[src/rtl/drq_pkg.sv]
// Shared types, widths and the control store for the dense rank query engine.
// Used by drq_useq, drq_dpath and dense_rank_query_engine; depends on nothing.
package drq_pkg;

  localparam int unsigned OP_W    = 2;
  localparam int unsigned SCORE_W = 32;
  localparam int unsigned RANK_W  = 11;
  localparam int unsigned STEP_W  = 4;

  localparam logic [OP_W-1:0] OP_CLEAR = 2'd0;
  localparam logic [OP_W-1:0] OP_LOAD  = 2'd1;
  localparam logic [OP_W-1:0] OP_QUERY = 2'd2;

  typedef logic [STEP_W-1:0] step_t;

  // Datapath actions, one per control word.
  typedef enum logic [2:0] {
    A_NONE,
    A_FETCH,
    A_INIT,
    A_READ,
    A_CMP,
    A_EMIT,
    A_CLEAR,
    A_LOAD
  } act_e;

  // Jump conditions: jump to target when true, otherwise step on.
  typedef enum logic [2:0] {
    C_ALWAYS,
    C_NO_REQ,
    C_OP_CLEAR,
    C_OP_LOAD,
    C_OP_OTHER,
    C_DONE,
    C_OUT_BUSY
  } cond_e;

  typedef struct packed {
    act_e  act;
    cond_e cond;
    step_t target;
  } uword_t;

  typedef struct packed {
    logic req;
    logic op_clear;
    logic op_load;
    logic op_query;
    logic done;
    logic out_busy;
  } flags_t;

  localparam step_t S_FETCH  = 4'd0;
  localparam step_t S_DEC_C  = 4'd1;
  localparam step_t S_DEC_L  = 4'd2;
  localparam step_t S_INIT   = 4'd3;
  localparam step_t S_PROBE  = 4'd4;
  localparam step_t S_CMP    = 4'd5;
  localparam step_t S_EMIT   = 4'd6;
  localparam step_t S_RET    = 4'd7;
  localparam step_t S_CLEAR  = 4'd8;
  localparam step_t S_LOAD   = 4'd9;

  function automatic uword_t ucode_rom(step_t step);
    uword_t w;
    unique case (step)
      S_FETCH: w = '{act: A_FETCH, cond: C_NO_REQ,   target: S_FETCH};
      S_DEC_C: w = '{act: A_NONE,  cond: C_OP_CLEAR, target: S_CLEAR};
      S_DEC_L: w = '{act: A_NONE,  cond: C_OP_LOAD,  target: S_LOAD};
      S_INIT:  w = '{act: A_INIT,  cond: C_OP_OTHER, target: S_FETCH};
      S_PROBE: w = '{act: A_READ,  cond: C_DONE,     target: S_EMIT};
      S_CMP:   w = '{act: A_CMP,   cond: C_ALWAYS,   target: S_PROBE};
      S_EMIT:  w = '{act: A_EMIT,  cond: C_OUT_BUSY, target: S_EMIT};
      S_RET:   w = '{act: A_NONE,  cond: C_ALWAYS,   target: S_FETCH};
      S_CLEAR: w = '{act: A_CLEAR, cond: C_ALWAYS,   target: S_FETCH};
      S_LOAD:  w = '{act: A_LOAD,  cond: C_ALWAYS,   target: S_FETCH};
      default: w = '{act: A_NONE,  cond: C_ALWAYS,   target: S_FETCH};
    endcase
    return w;
  endfunction

endpackage

[src/rtl/drq_useq.sv]
// Step counter and jump logic over the control store in drq_pkg.
// Depends on drq_pkg; condition flags come from drq_dpath.
module drq_useq (
  input  logic            clk_i,
  input  logic            rst_ni,
  input  drq_pkg::flags_t flags_i,
  output drq_pkg::uword_t uword_o
);

  drq_pkg::step_t  step_q, step_d;
  drq_pkg::uword_t uword;
  logic            take;

  assign uword   = drq_pkg::ucode_rom(step_q);
  assign uword_o = uword;

  always_comb begin
    unique case (uword.cond)
      drq_pkg::C_ALWAYS:   take = 1'b1;
      drq_pkg::C_NO_REQ:   take = !flags_i.req;
      drq_pkg::C_OP_CLEAR: take = flags_i.op_clear;
      drq_pkg::C_OP_LOAD:  take = flags_i.op_load;
      drq_pkg::C_OP_OTHER: take = !flags_i.op_query;
      drq_pkg::C_DONE:     take = flags_i.done;
      drq_pkg::C_OUT_BUSY: take = flags_i.out_busy;
      default:             take = 1'b1;
    endcase
    step_d = take ? uword.target : step_q + 1'b1;
  end

  always_ff @(posedge clk_i or negedge rst_ni) begin
    if (!rst_ni) begin
      step_q <= drq_pkg::S_FETCH;
    end else begin
      step_q <= step_d;
    end
  end

endmodule

[config.mk]
export PLATFORM = sky130hd
export DESIGN_NAME = drq_useq
export DESIGN_NICKNAME = d
export VERILOG_FILES = /design/src/rtl/drq_pkg.sv /design/src/rtl/drq_useq.sv
export SDC_FILE = /design/constraint.sdc
export NUM_CORES = 1
export LEC_CHECK = 0
export ABC_AREA = 0
export ABC_CLOCK_PERIOD_IN_PS = 5600
export BUFFER_PORTS_ARGS = -buffer_cell sky130_fd_sc_hd__buf_4
export CORE_AREA = 5 5 42 44
export DETAILED_ROUTE_END_ITERATION = 8
export DIE_AREA = 0 0 47 49
export GPL_TIMING_DRIVEN = 0
export MAX_ROUTING_LAYER = met4
export PLACE_DENSITY = 0.6
export SYNTH_ARGS = -nofsm -noshare
export SYNTH_HDL_FRONTEND = slang
export SYNTH_SLANG_ARGS = --single-unit
[constraint.sdc]
create_clock -name clk_i -period 5.6 [get_ports clk_i]
set_input_delay 1.12 -clock clk_i [delete_from_list [all_inputs] [get_ports clk_i]]
set_output_delay 1.12 -clock clk_i [all_outputs]
set_load 0.05 [all_outputs]
==> flow_summary.yaml <==
place:
  placed_cell_area_sq_um: 642
  port_buffers: 17
  place.gp.congestion: 0.756
  place_hpwl_um: 877
global_routing:
  antenna_found_initial: 0
  grt_start_max_net_pins: 11
  grt_overflow: 0
  grtUsageTotal_pct: 11.5
  first_global_vias: 474
  grt_pass1_wl_um: 1890
clock_network:
  path_clk_slew_ns: 0.03
  ctsHoldBuffers: 0
  cts_tree: "yes"
  clk_path_buf_depth: 2
  cts-root-buf: "clkbuf_4"
  worstSkewPairLatency_ns: 0.23
  numCtsBuffers: 3
  cts_setup_buffers: 0
  cts_resized: 0
  clkSinkCount: 4
  htree_levels: 1
run_status:
  status: "finished, final reports clean"
timing:
  rsz0062_at_grt: "no"
  clock.fmax_mhz: 352
  whs_ns: 0.677
  slew_headroom_pct: 69.6
  finalCriticalPeriod_ns: 2.84
  finalHoldViolations: 0
  setup_viol: 0
  fin_skew_ns: 0.00102
  finalSetupTns_ns: 0
  fin_crit_sh_pct: 50.7
  tightest_slew_ns: 0.455
  maxSlewViolCount: 0
route:
  firstDrtPassIters: 2
  wl_per_cell_um: 11.6
  drtIter0Drc: 3
  drc: 0
  wirelength_um: 1060
  ant_nets: 0
  vias: 443
  avgViaCountPerCell: 4.87
floorplanning:
  rows: 14
  fp.dieH_um: 49
  ios: 18
  core_sq_um: 1400
  die_w_um: 47
  start_util_pct: 35.3
  dieArea_sq_um: 2300
critical_path:
  arrival_ns: 1.72
  cp-start-kind: "register"
  reg2reg_slack_ns: 3.18
  path_cells: "inv_1 -> ha_1 -> nor2_1 -> a211oi_4 -> buf_4"
  crit_type: "reg2out"
  rr_endpoint: "step_q[0]"
  critical_path_buf_inv_count: 2
  timing.rr.start: "step_q[0]"
  critical_path.startpoint: "step_q[0]"
  worstSetupEndpointType: "output port"
  cp_top_family: "flip-flops"
  reg2reg_depth: 7
  cp_max_fo: 6
  crit_end: "uword_o[6]"
  path_depth: 5
  cpPeakStageDelay_ns: 0.42
  required_ns: 4.48
  cp_slowest_cell: "dfrtp_1"
flow_run:
  drv_cap: 0
yosys:
  synthesis.nets: 68
  synth_area_sq_um: 494
  ys_seq_area_share_pct: 20.3
  synth_seq_cells: 4
  syn_inst: 55
  postSynthAreaPerCell_sq_um: 8.99
  ys_types: 28
  synth_warnings: 0
cells_and_area:
  design_area_sq_um: 664
  syn2layout_area_growth_pct: 34.4
  drive_gt1_share_pct: 37.3
  fillers: 158
  n_antenna_cell: 0
  regMostFlops: "step_q"
  largestRegisters: "step_q: 4 flops"
  nets: 90
  largest_register_ffs: 4
worst_hold_path:
  hp-class: "in2async"
==> layout make-up <==
class	instances	area, sq um	area share, %
multi-input cells	45	353	53.1
repair buffers	17	128	19.2
clock buffers	3	22.5	3.39
inverters	3	11.3	1.69
flip-flops and latches	4	100	15.1
plain buffers	3	30.0	4.52
well taps	16	20.0	3.01
==> per-layer routing <==
layer | vias to the layer above | GRT usage, % | wire [um] | part of all wire, %
met5 | - | - | 0 | 0
li1 | 230 | - | - | -
met1 | 203 | 14.4 | 453 | 43
met3 | 0 | 3.32 | 64 | 6.1
met2 | 10 | 16.5 | 538 | 51
met4 | 0 | 5.53 | 0 | 0
==> worst min path at each step <==
stage          cells after the start       from         to  slack, ns
2_1_floorplan                      2  step_q[0]  step_q[0]       0.64
3_3_place_gp                       2  step_q[0]  step_q[0]       0.70
3_5_place_dp                       2  step_q[0]  step_q[0]       0.72
4_1_cts                            1     rst_ni  step_q[2]       0.67
5_1_grt                            1     rst_ni  step_q[1]       0.66
6_report                           1     rst_ni  step_q[2]       0.68
==> cells in the final DEF, fill, tap and decap left out, types with 2 or more instances in the layout <==
master and count:
mux2i_1 2, mux2_1 4, nand2b_1 2, nand2_1 3, buf_4 19, nor2_1 8, clkbuf_4 3, o21ai_1 3
ha_1 5, inv_1 3, dfrtp_1 4, nor2b_1 2
==> cell usage after synthesis (all sizes together) <==
master,number,area [sq um]
o41ai,1,8.76
mux2i,2,20.0
xnor2,1,8.76
or2,1,6.26
a21o,1,7.51
dfrtp,4,100
nor3,1,5.00
nor2,9,36.3
nor2b,2,12.5
nand3b,1,7.51
o32ai,1,16.3
o21ai,3,15.0
inv,3,11.3
o21a,1,7.51
a22o,1,10.0
nand3,1,5.00
a21oi,1,5.00
nand2,3,11.3
ha,5,62.6
nor4b,1,8.76
nand2b,2,12.5
xor2,1,8.76
mux2,4,45.0
buf,3,30.0
a211oi,2,32.5
==> cell families after synthesis <==
group                      share of synthesized area (%)
AOI/OAI and AO/OA                                   20.8
xor gates and xnor gates                            3.54
adders and majority gates                           12.7
buffers and inverters                               8.35
DFF                                                 20.3
muxes                                               13.2
and+or+nand+nor                                     21.3
==> stage by stage <==
| step | worst slack, ns | utilization [%] | std cells |
|---|---|---|---|
| after floorplan | 2.85 | - | 55 |
| after CTS | 2.74 | 47.4 | 91 |
| final | 2.76 | 47.4 | 91 |
| after global placement | 3.01 | 45.8 | 88 |
| after detailed placement | 2.99 | 45.8 | 88 |
| after global routing | 2.63 | 47.4 | 91 |
Power is left out: the tool's default activity adds up to more than one toggle a clock period on the data nets, which glitch-free logic cannot reach.
